`config.mk`:
```
export PLATFORM = sky130hd
export DESIGN_NAME = im2col_patch_address_generator
export DESIGN_NICKNAME = d
export VERILOG_FILES = /design/src/hw/rtl/im2col_pkg.sv /design/src/hw/rtl/im2col_patch_address_generator.sv
export SDC_FILE = /design/constraint.sdc
export NUM_CORES = 2
export LEC_CHECK = 0
export ABC_AREA = 1
export BUFFER_PORTS_ARGS = -buffer_cell sky130_fd_sc_hd__buf_2
export CAP_MARGIN = 20
export CORE_MARGIN = 4
export CORE_UTILIZATION = 30
export CTS_CLUSTER_SIZE = 28
export DETAILED_ROUTE_END_ITERATION = 7
export GPL_ROUTABILITY_DRIVEN = 0
export PLACE_DENSITY_LB_ADDON = 0.2
export SYNTH_ARGS = -nofsm -noshare
export SYNTH_HDL_FRONTEND = slang
export SYNTH_SLANG_ARGS = --single-unit
```
`constraint.sdc`:
```
create_clock -name clk -period 9.9 [get_ports clk]
set_clock_uncertainty 0.05 [all_clocks]
set_input_delay 0.99 -clock clk [delete_from_list [all_inputs] [get_ports clk]]
set_output_delay 0.99 -clock clk [all_outputs]
set_load 0.05 [all_outputs]
```
`src/hw/rtl/im2col_pkg.sv`:
```
// ----------------------------------------------------------------------------
// im2col_pkg
// Shared types, register codes and helper functions of the im2col patch
// address generator.
// ----------------------------------------------------------------------------
package im2col_pkg;

	// limits of the supported tensor shapes
	localparam int MAX_BATCH      = 16;
	localparam int MAX_IMAGE_DIM  = 1024;
	localparam int MAX_KERNEL_DIM = 8;
	localparam int MAX_DEPTH      = 1024;
	localparam int MAX_STEP       = 8;

	// reciprocal precision for the small constant divides
	localparam int RECIP_SHIFT = 20;
	localparam int RECIP_W     = RECIP_SHIFT + 1;

	// configuration register indexes, word addressed
	typedef enum logic [2:0] {
		REG_IN_HEIGHT   = 3'd0,
		REG_IN_WIDTH    = 3'd1,
		REG_IN_DEPTH    = 3'd2,
		REG_KERNEL_ROWS = 3'd3,
		REG_KERNEL_COLS = 3'd4,
		REG_STEP_ROWS   = 3'd5,
		REG_STEP_COLS   = 3'd6,
		REG_PAD_SAME    = 3'd7
	} cfg_reg_t;

	// request beat
	typedef struct packed {
		logic [3:0] image_index;
		logic [9:0] out_row;
		logic [9:0] out_col;
	} patch_req_t;

	// result beat
	typedef struct packed {
		logic [33:0] elem_address;
		logic        is_padding;
		logic [2:0]  tap_row;
		logic [2:0]  tap_col;
		logic        last_tap;
	} tap_res_t;

	// zero reads as one, large values saturate at the limit
	function automatic logic [10:0] clamp_dim(input logic [10:0] v, input logic [10:0] hi);
		logic [10:0] r;
		if (v == 11'd0) begin
			r = 11'd1;
		end else if (v > hi) begin
			r = hi;
		end else begin
			r = v;
		end
		return r;
	endfunction

	// same rule for the 4-bit filter and stride registers
	function automatic logic [3:0] clamp_small(input logic [3:0] v, input logic [3:0] hi);
		logic [3:0] r;
		if (v == 4'd0) begin
			r = 4'd1;
		end else if (v > hi) begin
			r = hi;
		end else begin
			r = v;
		end
		return r;
	endfunction

	// ceil(2^RECIP_SHIFT / s) for the stride values, exact floor divide for 11-bit dividends
	function automatic logic [RECIP_W-1:0] stride_recip(input logic [3:0] s);
		logic [RECIP_W-1:0] r;
		case (s)
			4'd2:    r = RECIP_W'(524288);
			4'd3:    r = RECIP_W'(349526);
			4'd4:    r = RECIP_W'(262144);
			4'd5:    r = RECIP_W'(209716);
			4'd6:    r = RECIP_W'(174763);
			4'd7:    r = RECIP_W'(149797);
			4'd8:    r = RECIP_W'(131072);
			default: r = RECIP_W'(1048576);
		endcase
		return r;
	endfunction

endpackage

```
`src/hw/rtl/im2col_patch_address_generator.sv`:
```
// ----------------------------------------------------------------------------
// im2col_patch_address_generator
// Walks every filter tap of a patch request and gives the NHWC element
// address of the tap's input pixel, or a padding flag outside the image.
// ----------------------------------------------------------------------------
//
// channel   | dir | handshake                         | beat
// ----------+-----+-----------------------------------+---------------------
// request   | in  | start high, busy low at clk edge  | req (patch_req_t)
// result    | out | res_valid high for one cycle      | res (tap_res_t)
// registers | in  | apb write: psel penable pwrite    | paddr, pwdata, prdata
//
// a request makes kernel_rows * kernel_cols result beats, one per cycle; the
// tap walker issues one tap a cycle and sets that rate. the next request is
// taken in the cycle that the previous one issues its last tap, so taps of
// consecutive requests follow without a gap. the first result of a request
// passes the tap walker and every pipeline stage before it shows. reset
// clears the tap walker, the stage valid bits and loads the register
// defaults. the receiver cannot stall, so the pipeline never holds.
//
module im2col_patch_address_generator
	import im2col_pkg::*;
(
	input  logic       clk,
	input  logic       arst_n,
	// request side
	input  logic       start,
	output logic       busy,
	input  patch_req_t req,
	// result side
	output logic       res_valid,
	output tap_res_t   res,
	// register port
	input  logic       psel,
	input  logic       penable,
	input  logic       pwrite,
	input  logic [4:0] paddr,
	input  logic [31:0] pwdata,
	output logic [31:0] prdata,
	output logic       pready
);

	// ------------------------------------------------------------------------
	// configuration registers
	// ------------------------------------------------------------------------
	logic [10:0] in_height_q, in_width_q, in_depth_q;
	logic [3:0]  kernel_rows_q, kernel_cols_q, step_rows_q, step_cols_q;
	logic        pad_same_q;
	logic        cfg_wr;
	cfg_reg_t    cfg_idx;

	assign pready  = 1'b1;
	assign cfg_wr  = psel & penable & pwrite & pready;
	assign cfg_idx = cfg_reg_t'(paddr[4:2]);

	// register writes
	always_ff @(posedge clk or negedge arst_n) begin
		if (!arst_n) begin
			in_height_q   <= 11'd1;
			in_width_q    <= 11'd1;
			in_depth_q    <= 11'd1;
			kernel_rows_q <= 4'd1;
			kernel_cols_q <= 4'd1;
			step_rows_q   <= 4'd1;
			step_cols_q   <= 4'd1;
			pad_same_q    <= 1'b0;
		end else if (cfg_wr) begin
			unique case (cfg_idx)
				REG_IN_HEIGHT:   in_height_q   <= pwdata[10:0];
				REG_IN_WIDTH:    in_width_q    <= pwdata[10:0];
				REG_IN_DEPTH:    in_depth_q    <= pwdata[10:0];
				REG_KERNEL_ROWS: kernel_rows_q <= pwdata[3:0];
				REG_KERNEL_COLS: kernel_cols_q <= pwdata[3:0];
				REG_STEP_ROWS:   step_rows_q   <= pwdata[3:0];
				REG_STEP_COLS:   step_cols_q   <= pwdata[3:0];
				REG_PAD_SAME:    pad_same_q    <= pwdata[0];
				default:         pad_same_q    <= pad_same_q;
			endcase
		end
	end

	// register readback
	always_comb begin
		unique case (cfg_idx)
			REG_IN_HEIGHT:   prdata = {21'd0, in_height_q};
			REG_IN_WIDTH:    prdata = {21'd0, in_width_q};
			REG_IN_DEPTH:    prdata = {21'd0, in_depth_q};
			REG_KERNEL_ROWS: prdata = {28'd0, kernel_rows_q};
			REG_KERNEL_COLS: prdata = {28'd0, kernel_cols_q};
			REG_STEP_ROWS:   prdata = {28'd0, step_rows_q};
			REG_STEP_COLS:   prdata = {28'd0, step_cols_q};
			REG_PAD_SAME:    prdata = {31'd0, pad_same_q};
			default:         prdata = 32'd0;
		endcase
	end

	// clamped values; the user keeps them stable while requests fly, unenforced
	logic [10:0] h_c, w_c, d_c;
	logic [3:0]  kr_c, kc_c, sr_c, sc_c;
	logic [2:0]  kr_m1, kc_m1;

	assign h_c   = clamp_dim(in_height_q, 11'(MAX_IMAGE_DIM));
	assign w_c   = clamp_dim(in_width_q, 11'(MAX_IMAGE_DIM));
	assign d_c   = clamp_dim(in_depth_q, 11'(MAX_DEPTH));
	assign kr_c  = clamp_small(kernel_rows_q, 4'(MAX_KERNEL_DIM));
	assign kc_c  = clamp_small(kernel_cols_q, 4'(MAX_KERNEL_DIM));
	assign sr_c  = clamp_small(step_rows_q, 4'(MAX_STEP));
	assign sc_c  = clamp_small(step_cols_q, 4'(MAX_STEP));
	assign kr_m1 = 3'(kr_c - 4'd1);
	assign kc_m1 = 3'(kc_c - 4'd1);

	// ------------------------------------------------------------------------
	// tap walker
	// ------------------------------------------------------------------------
	logic       active_q;
	logic [2:0] tr_q, tc_q;
	patch_req_t req_q;
	logic       tap_last;
	logic       walk_last;
	logic       req_accept;

	assign tap_last   = (tr_q == kr_m1) && (tc_q == kc_m1);
	assign walk_last  = active_q && tap_last;
	assign busy       = active_q && !tap_last;
	assign req_accept = start && !busy;

	// row-major tap counters
	always_ff @(posedge clk or negedge arst_n) begin
		if (!arst_n) begin
			active_q <= 1'b0;
			tr_q     <= 3'd0;
			tc_q     <= 3'd0;
		end else if (req_accept) begin
			active_q <= 1'b1;
			tr_q     <= 3'd0;
			tc_q     <= 3'd0;
		end else if (active_q) begin
			if (tap_last) begin
				active_q <= 1'b0;
			end else if (tc_q == kc_m1) begin
				tc_q <= 3'd0;
				tr_q <= 3'(tr_q + 3'd1);
			end else begin
				tc_q <= 3'(tc_q + 3'd1);
			end
		end
	end

	// request hold, batch index wraps at the batch limit
	always_ff @(posedge clk) begin
		if (req_accept) begin
			req_q.image_index <= 4'(req.image_index % MAX_BATCH);
			req_q.out_row     <= req.out_row;
			req_q.out_col     <= req.out_col;
		end
	end

	// ------------------------------------------------------------------------
	// stage 1: output size quotients, origin products
	// ------------------------------------------------------------------------
	logic [10:0] row_dvd, col_dvd;
	logic [31:0] row_prod, col_prod;
	logic        row_ge, col_ge;

	assign row_ge   = h_c >= {7'd0, kr_c};
	assign col_ge   = w_c >= {7'd0, kc_c};
	assign row_dvd  = pad_same_q ? 11'(h_c + {7'd0, sr_c} - 11'd1) : 11'(h_c - {7'd0, kr_c});
	assign col_dvd  = pad_same_q ? 11'(w_c + {7'd0, sc_c} - 11'd1) : 11'(w_c - {7'd0, kc_c});
	assign row_prod = 32'(row_dvd) * 32'(stride_recip(sr_c));
	assign col_prod = 32'(col_dvd) * 32'(stride_recip(sc_c));

	logic        v_s1;
	logic [3:0]  img_s1;
	logic [2:0]  tr_s1, tc_s1;
	logic        last_s1;
	logic [10:0] rq_s1, cq_s1;
	logic        rge_s1, cge_s1;
	logic [13:0] orow_s1, ocol_s1;

	always_ff @(posedge clk or negedge arst_n) begin
		if (!arst_n) begin
			v_s1 <= 1'b0;
		end else begin
			v_s1 <= active_q;
		end
	end

	always_ff @(posedge clk) begin
		img_s1  <= req_q.image_index;
		tr_s1   <= tr_q;
		tc_s1   <= tc_q;
		last_s1 <= tap_last;
		rq_s1   <= row_prod[RECIP_SHIFT+10:RECIP_SHIFT];
		cq_s1   <= col_prod[RECIP_SHIFT+10:RECIP_SHIFT];
		rge_s1  <= row_ge;
		cge_s1  <= col_ge;
		orow_s1 <= 14'(req_q.out_row) * 14'(sr_c);
		ocol_s1 <= 14'(req_q.out_col) * 14'(sc_c);
	end

	// ------------------------------------------------------------------------
	// stage 2: output sizes and padding offsets, halved toward zero
	// ------------------------------------------------------------------------
	logic [10:0]        out_rows, out_cols;
	logic signed [15:0] num_r, num_c, adj_r, adj_c;
	logic signed [15:0] valid_bias;

	assign valid_bias = $signed({15'd0, !pad_same_q});
	assign out_rows   = pad_same_q ? rq_s1 : (rge_s1 ? 11'(rq_s1 + 11'd1) : 11'd0);
	assign out_cols   = pad_same_q ? cq_s1 : (cge_s1 ? 11'(cq_s1 + 11'd1) : 11'd0);
	assign num_r = ($signed({5'd0, out_rows}) - 16'sd1) * $signed({12'd0, sr_c})
		+ $signed({12'd0, kr_c}) - $signed({5'd0, h_c}) + valid_bias;
	assign num_c = ($signed({5'd0, out_cols}) - 16'sd1) * $signed({12'd0, sc_c})
		+ $signed({12'd0, kc_c}) - $signed({5'd0, w_c}) + valid_bias;
	assign adj_r = num_r + $signed({15'd0, num_r[15]});
	assign adj_c = num_c + $signed({15'd0, num_c[15]});

	logic               v_s2;
	logic [3:0]         img_s2;
	logic [2:0]         tr_s2, tc_s2;
	logic               last_s2;
	logic signed [11:0] top_s2, left_s2;
	logic [13:0]        orow_s2, ocol_s2;

	always_ff @(posedge clk or negedge arst_n) begin
		if (!arst_n) begin
			v_s2 <= 1'b0;
		end else begin
			v_s2 <= v_s1;
		end
	end

	always_ff @(posedge clk) begin
		img_s2  <= img_s1;
		tr_s2   <= tr_s1;
		tc_s2   <= tc_s1;
		last_s2 <= last_s1;
		top_s2  <= 12'(adj_r >>> 1);
		left_s2 <= 12'(adj_c >>> 1);
		orow_s2 <= orow_s1;
		ocol_s2 <= ocol_s1;
	end

	// ------------------------------------------------------------------------
	// stage 3: tap pixel position, bounds check, batch row base
	// ------------------------------------------------------------------------
	logic signed [15:0] y_c, x_c;
	logic               pad_c;

	assign y_c = $signed({2'd0, orow_s2}) - 16'(top_s2) + $signed({13'd0, tr_s2});
	assign x_c = $signed({2'd0, ocol_s2}) - 16'(left_s2) + $signed({13'd0, tc_s2});
	assign pad_c = (y_c < 16'sd0) || (y_c >= $signed({5'd0, h_c}))
		|| (x_c < 16'sd0) || (x_c >= $signed({5'd0, w_c}));

	logic        v_s3;
	logic [2:0]  tr_s3, tc_s3;
	logic        last_s3, pad_s3;
	logic [9:0]  y_s3, x_s3;
	logic [13:0] imgh_s3;

	always_ff @(posedge clk or negedge arst_n) begin
		if (!arst_n) begin
			v_s3 <= 1'b0;
		end else begin
			v_s3 <= v_s2;
		end
	end

	always_ff @(posedge clk) begin
		tr_s3   <= tr_s2;
		tc_s3   <= tc_s2;
		last_s3 <= last_s2;
		pad_s3  <= pad_c;
		y_s3    <= y_c[9:0];
		x_s3    <= x_c[9:0];
		imgh_s3 <= 14'(img_s2) * 14'(h_c);
	end

	// ------------------------------------------------------------------------
	// stage 4: pixel index within the batch
	// ------------------------------------------------------------------------
	logic        v_s4;
	logic [2:0]  tr_s4, tc_s4;
	logic        last_s4, pad_s4;
	logic [23:0] pix_s4;

	always_ff @(posedge clk or negedge arst_n) begin
		if (!arst_n) begin
			v_s4 <= 1'b0;
		end else begin
			v_s4 <= v_s3;
		end
	end

	always_ff @(posedge clk) begin
		tr_s4   <= tr_s3;
		tc_s4   <= tc_s3;
		last_s4 <= last_s3;
		pad_s4  <= pad_s3;
		pix_s4  <= 24'(imgh_s3 + 14'(y_s3)) * 24'(w_c) + 24'(x_s3);
	end

	// ------------------------------------------------------------------------
	// stage 5: element address, result register
	// ------------------------------------------------------------------------
	logic        v_s5;
	logic [2:0]  tr_s5, tc_s5;
	logic        last_s5, pad_s5;
	logic [33:0] addr_s5;

	always_ff @(posedge clk or negedge arst_n) begin
		if (!arst_n) begin
			v_s5 <= 1'b0;
		end else begin
			v_s5 <= v_s4;
		end
	end

	always_ff @(posedge clk) begin
		tr_s5   <= tr_s4;
		tc_s5   <= tc_s4;
		last_s5 <= last_s4;
		pad_s5  <= pad_s4;
		addr_s5 <= pad_s4 ? 34'd0 : 34'(pix_s4) * 34'(d_c);
	end

	// result beat
	assign res_valid = v_s5;
	always_comb begin
		res.elem_address = addr_s5;
		res.is_padding   = pad_s5;
		res.tap_row      = tr_s5;
		res.tap_col      = tc_s5;
		res.last_tap     = last_s5;
	end

	// ------------------------------------------------------------------------
	// assertions
	// ------------------------------------------------------------------------

	// taps of one patch leave in consecutive cycles
	a_taps_contiguous: assert property (@(posedge clk) disable iff (!arst_n)
		res_valid && !res.last_tap |=> res_valid)
		else $error("result gap inside a patch");

	// a padding beat never carries an address
	a_pad_zero: assert property (@(posedge clk) disable iff (!arst_n)
		res_valid && res.is_padding |-> res.elem_address == 34'd0)
		else $error("padding beat with nonzero address");

	// an accepted request starts its walk at the first tap
	a_walk_start: assert property (@(posedge clk) disable iff (!arst_n)
		start && !busy |=> active_q && tr_q == 3'd0 && tc_q == 3'd0)
		else $error("tap walk did not restart on accept");

	// the final tap of a patch is the last filter position
	a_last_pos: assert property (@(posedge clk) disable iff (!arst_n)
		walk_last |=> v_s1 && last_s1 && tr_s1 == kr_m1 && tc_s1 == kc_m1)
		else $error("last tap flag out of place");

endmodule

```
==> results.md <==
- The run finished with clean final reports.
- Max-cap violations in this run came to 0.
- The post-route fraction of the period consumed by the critical path is 0.862.
- The library cell appearing most often on the critical path is nand2_1.
- The first-pass GRT wire length is between 200000 and 250000 um.
- Of the total synthesized cell area, the portion taken by AND, OR, NAND and NOR gates is 0.178.
- Input and output buffers added on the ports amount to about 100.
- In this run the most critical hold path is launched from tc_s1[2].
- The worst setup path is captured at a register.
- The launch point of the worst reg-to-reg path is in_height_q[4].
- The maximum number of pins on one net before global-route repair is between 60 and 70.
- The data arrival time at the worst-slack endpoint is between 8 and 9 ns.
- The post-route antenna net violation count is 0.
- The worst setup path is launched from a register.
- The largest family of logic cells by synthesized area is adder cells.
- Of the total synthesized cell area, the portion taken by XOR and XNOR cells is 0.0330.
- The CTS tree is done.
- The first routing iteration left around 2.1k violations.
- After synthesis, the share of cell area in mux cells is 0.
- The average cell area after synthesis is 8.03 sq um.
- The dominant cell type by area after synthesis is fa_1.
- The measured slew at the worst slew-check pin is about 1.2 ns.
- Static timing analysis puts the maximum clock frequency at 117 MHz.
- The final-stage net count is roughly 7.7k.
- The setup violation total in the final timing report is 0.
- The most frequent standard cell in the layout excluding fill and tap cells is inv_1.
- The number of warnings printed during yosys synthesis is 0.
- The class of the worst hold path is register to register.
- The detailed-route wire length per cell is 17.0 um.
- The final hold violation count is 0.
- Clock-pin slew was measured on the worst setup and hold paths at around 0.06 ns.
- Once the clock tree was built, the resizer swapped 0 gates to a different size.
- The shortest period the worst path allows is between 8 and 9 ns.
- The initial cell density of the core is 0.302.
- The number of enable-type register cells in the synthesized netlist is 24.
- The path with the worst hold slack has its endpoint at tc_s2[2].
- The maximum fanout along the worst path is 10.
- The clock tree synthesis step divided the H-tree into 2 levels.
- After synthesis the cells add up to about 50000 sq um.
- The number of buffers created by CTS is slightly above 40.
- In this run the vertical extent of the chip is about 420 um.
- The setup check on the worst reg-to-reg path leaves a slack of 1.37 ns.
- In the routed design, unresolved DRC markers number 0.
- The logic depth of the worst register-to-register path is 38.
- Adding up every negative setup slack in the final design gives 0 ns.
- At the worst endpoint, the required time is slightly above 10 ns.
- The area fraction in compound gates after synthesis is 0.0687.
- The clock latency of the later-clocked register in the worst-skew pair is between 0.6 and 0.7 ns.
- The number of vias per cell after detailed routing is 4.58.
- The depth of the worst hold-timing path is 0.
- The post-CTS setup-driven buffer insertion count is 0.
- The max-slew violation count came to 0.
- The slowest cell on the critical path is fa_1.
- The async set-or-reset flop fraction in the synthesized netlist is 0.189.
- Of the cells placed in the final design, the portion with a size suffix greater than 1 is 0.0507.
- The wire length reported by the detailed router is between 100000 and 150000 um.
- The die extent in x is about 420 um.
- Counting flops and latches in the post-synthesis netlist gives between 300 and 400.
- On the worst path, the slowest cell contributes a delay of approximately 0.5 ns.
- Yosys attributes the largest share of cell area to fa_1 32%, ha_1 14%, inv_1 11%.
- The via count of the first global-routing pass was 41.4k.
- Leaving out fill and tap cells, the most frequent cells in the layout are 1417 x inv_1, 1168 x nand2_1, 800 x fa_1.
- For this run, the leading register cell type out of synthesis is dfxtp_1.
- No sink is reached through more buffers than the 3 on the longest clock path.
- The via total after detailed routing is just under 40k.
- The area of the die is approximately 170000 sq um.
- The share of synthesized area in the top cell type comes to 0.321.
- The length of the first detailed-routing pass in iterations is 5.
- From synthesis to final layout, the design area changed by 9.21%.
- The initial antenna violation count is 7.
- Setup repair after global routing left no endpoint under its margin.
- For this design, the CTS-stage hold fixing added 0 buffers.
- The share of the Yosys chip area taken by registers is 0.143.
- In the final layout, the multi-input gates occupy 36800 sq um.
- The final HPWL from detailed placement is about 120000 um.
- In this run the critical register-to-register path is captured at rq_s1[5].
- The instance count of the mapped netlist is around 6.2k.
- The core region area is between 150000 and 200000 sq um.
- The critical path is of the register to register type.
- Of the total synthesized cell area, the portion taken by full adders, half adders and majority gates is 0.456.
- The number of fill cells in the layout is about 18k.
- The tree built by TritonCTS fans out to between 300 and 400 sinks.
- The remaining global-route overflow is 0.
- The area occupied by registers is roughly 7100 sq um.
- For this run, the total global-route usage over all layers was measured as 0.170.
- Clock tree synthesis selected as its root buffer the cell clkbuf_16.
- The worst relative slew slack is 0.226.
- During I/O placement, the number of pins put on the boundary was 144.
- The netlist uses between 60 and 70 different library cells.
- The count of standard-cell rows is 149.
synth_stat cells (all sizes together) (16+ instances only):
master  number
o21a        19
clkbuf      65
ha         539
o21ai      209
nand4       52
dfxtp      242
a21oi      267
dfrtp       55
fa         800
o21bai      23
a21o        20
nor3        48
xor2       128
inv       1456
edfxtp      24
nand2     1179
buf         44
nand3      203
xnor2       60
a31oi       16
nor2       650
final cells by class:
cell class / count / area share
flip-flops and latches: 328 / 0.131
repair buffers: 156 / 0.0170
multi-input cells: 4327 / 0.675
well taps: 2189 / 0.0503
inverters: 1468 / 0.101
diodes: 2 / 0.0000919
clock inverters: 20 / 0.00388
clock buffers: 54 / 0.0212
routing by layer:
layer  global-route usage  vias up  part of all wire  routed length [um]
met5                    0        -                 0                   0
met4               0.0541        0             0.036                5250
met3               0.0164      232             0.036                5160
met2                0.301      815              0.49               71400
met1                0.216    19000              0.44               63000
li1                     -    19100                 -                   -
flip-flops by register name (all words and copies together), names as in the netlist, 14 cells and up:
| name | flops |
|---|---|
| orow_s1 | 14 |
| orow_s2 | 14 |
| ocol_s1 | 14 |
| addr_s5 | 34 |
| ocol_s2 | 14 |
| req_q | 24 |
| pix_s4 | 24 |
| imgh_s3 | 14 |
worst max-delay path, delay by kind of cell (launching register included):
family	cells	cell delay, ns
adder cells (fa/ha/maj)	9	3.62
AND/OR/NAND/NOR	15	1.90
AO/OA/AOI/OAI	7	1.45
buffers and inverters	6	0.74
flip-flops	1	0.45
XOR/XNOR	1	0.17
how the worst max path moves through the flow:
stage / startpoint / end / slack [ns] / cells after the start
2_1_floorplan: step_cols_q[2] / cq_s1[7] / 2.44 / 42
3_5_place_dp: in_height_q[4] / rq_s1[5] / 1.34 / 38
3_3_place_gp: in_width_q[3] / cq_s1[10] / 1.30 / 39
4_1_cts: in_height_q[4] / rq_s1[1] / 1.28 / 36
6_report: in_height_q[4] / rq_s1[5] / 1.37 / 38
5_1_grt: in_width_q[2] / cq_s1[10] / 0.76 / 40
metrics by stage:
step / setup WS [ns] / utilization / hold slack (ns) / area, sq um / std cells
2_1_floorplan: 2.44 / - / 0.260 / 50000 / 6232
3_3_place_gp: 1.30 / 0.321 / 0.260 / 53100 / 8468
3_5_place_dp: 1.34 / 0.321 / 0.262 / 53100 / 8468
4_1_cts: 1.28 / 0.330 / 0.267 / 54500 / 8542
5_1_grt: 0.763 / 0.330 / 0.277 / 54500 / 8544
6_report: 1.37 / 0.330 / 0.268 / 54500 / 8544
logic make-up (layout without fill, tap and decap cells):
logic type,count (synthesis),in the layout
buf+inv,1577,1698
xor+xnor,188,188
compound gates,611,611
simple gates,2167,2167
fa+ha+maj,1339,1339
flops,328,328
other cells,2,24
Power is left out: the tool's default activity adds up to more than one toggle a clock period on the data nets, which glitch-free logic cannot reach.
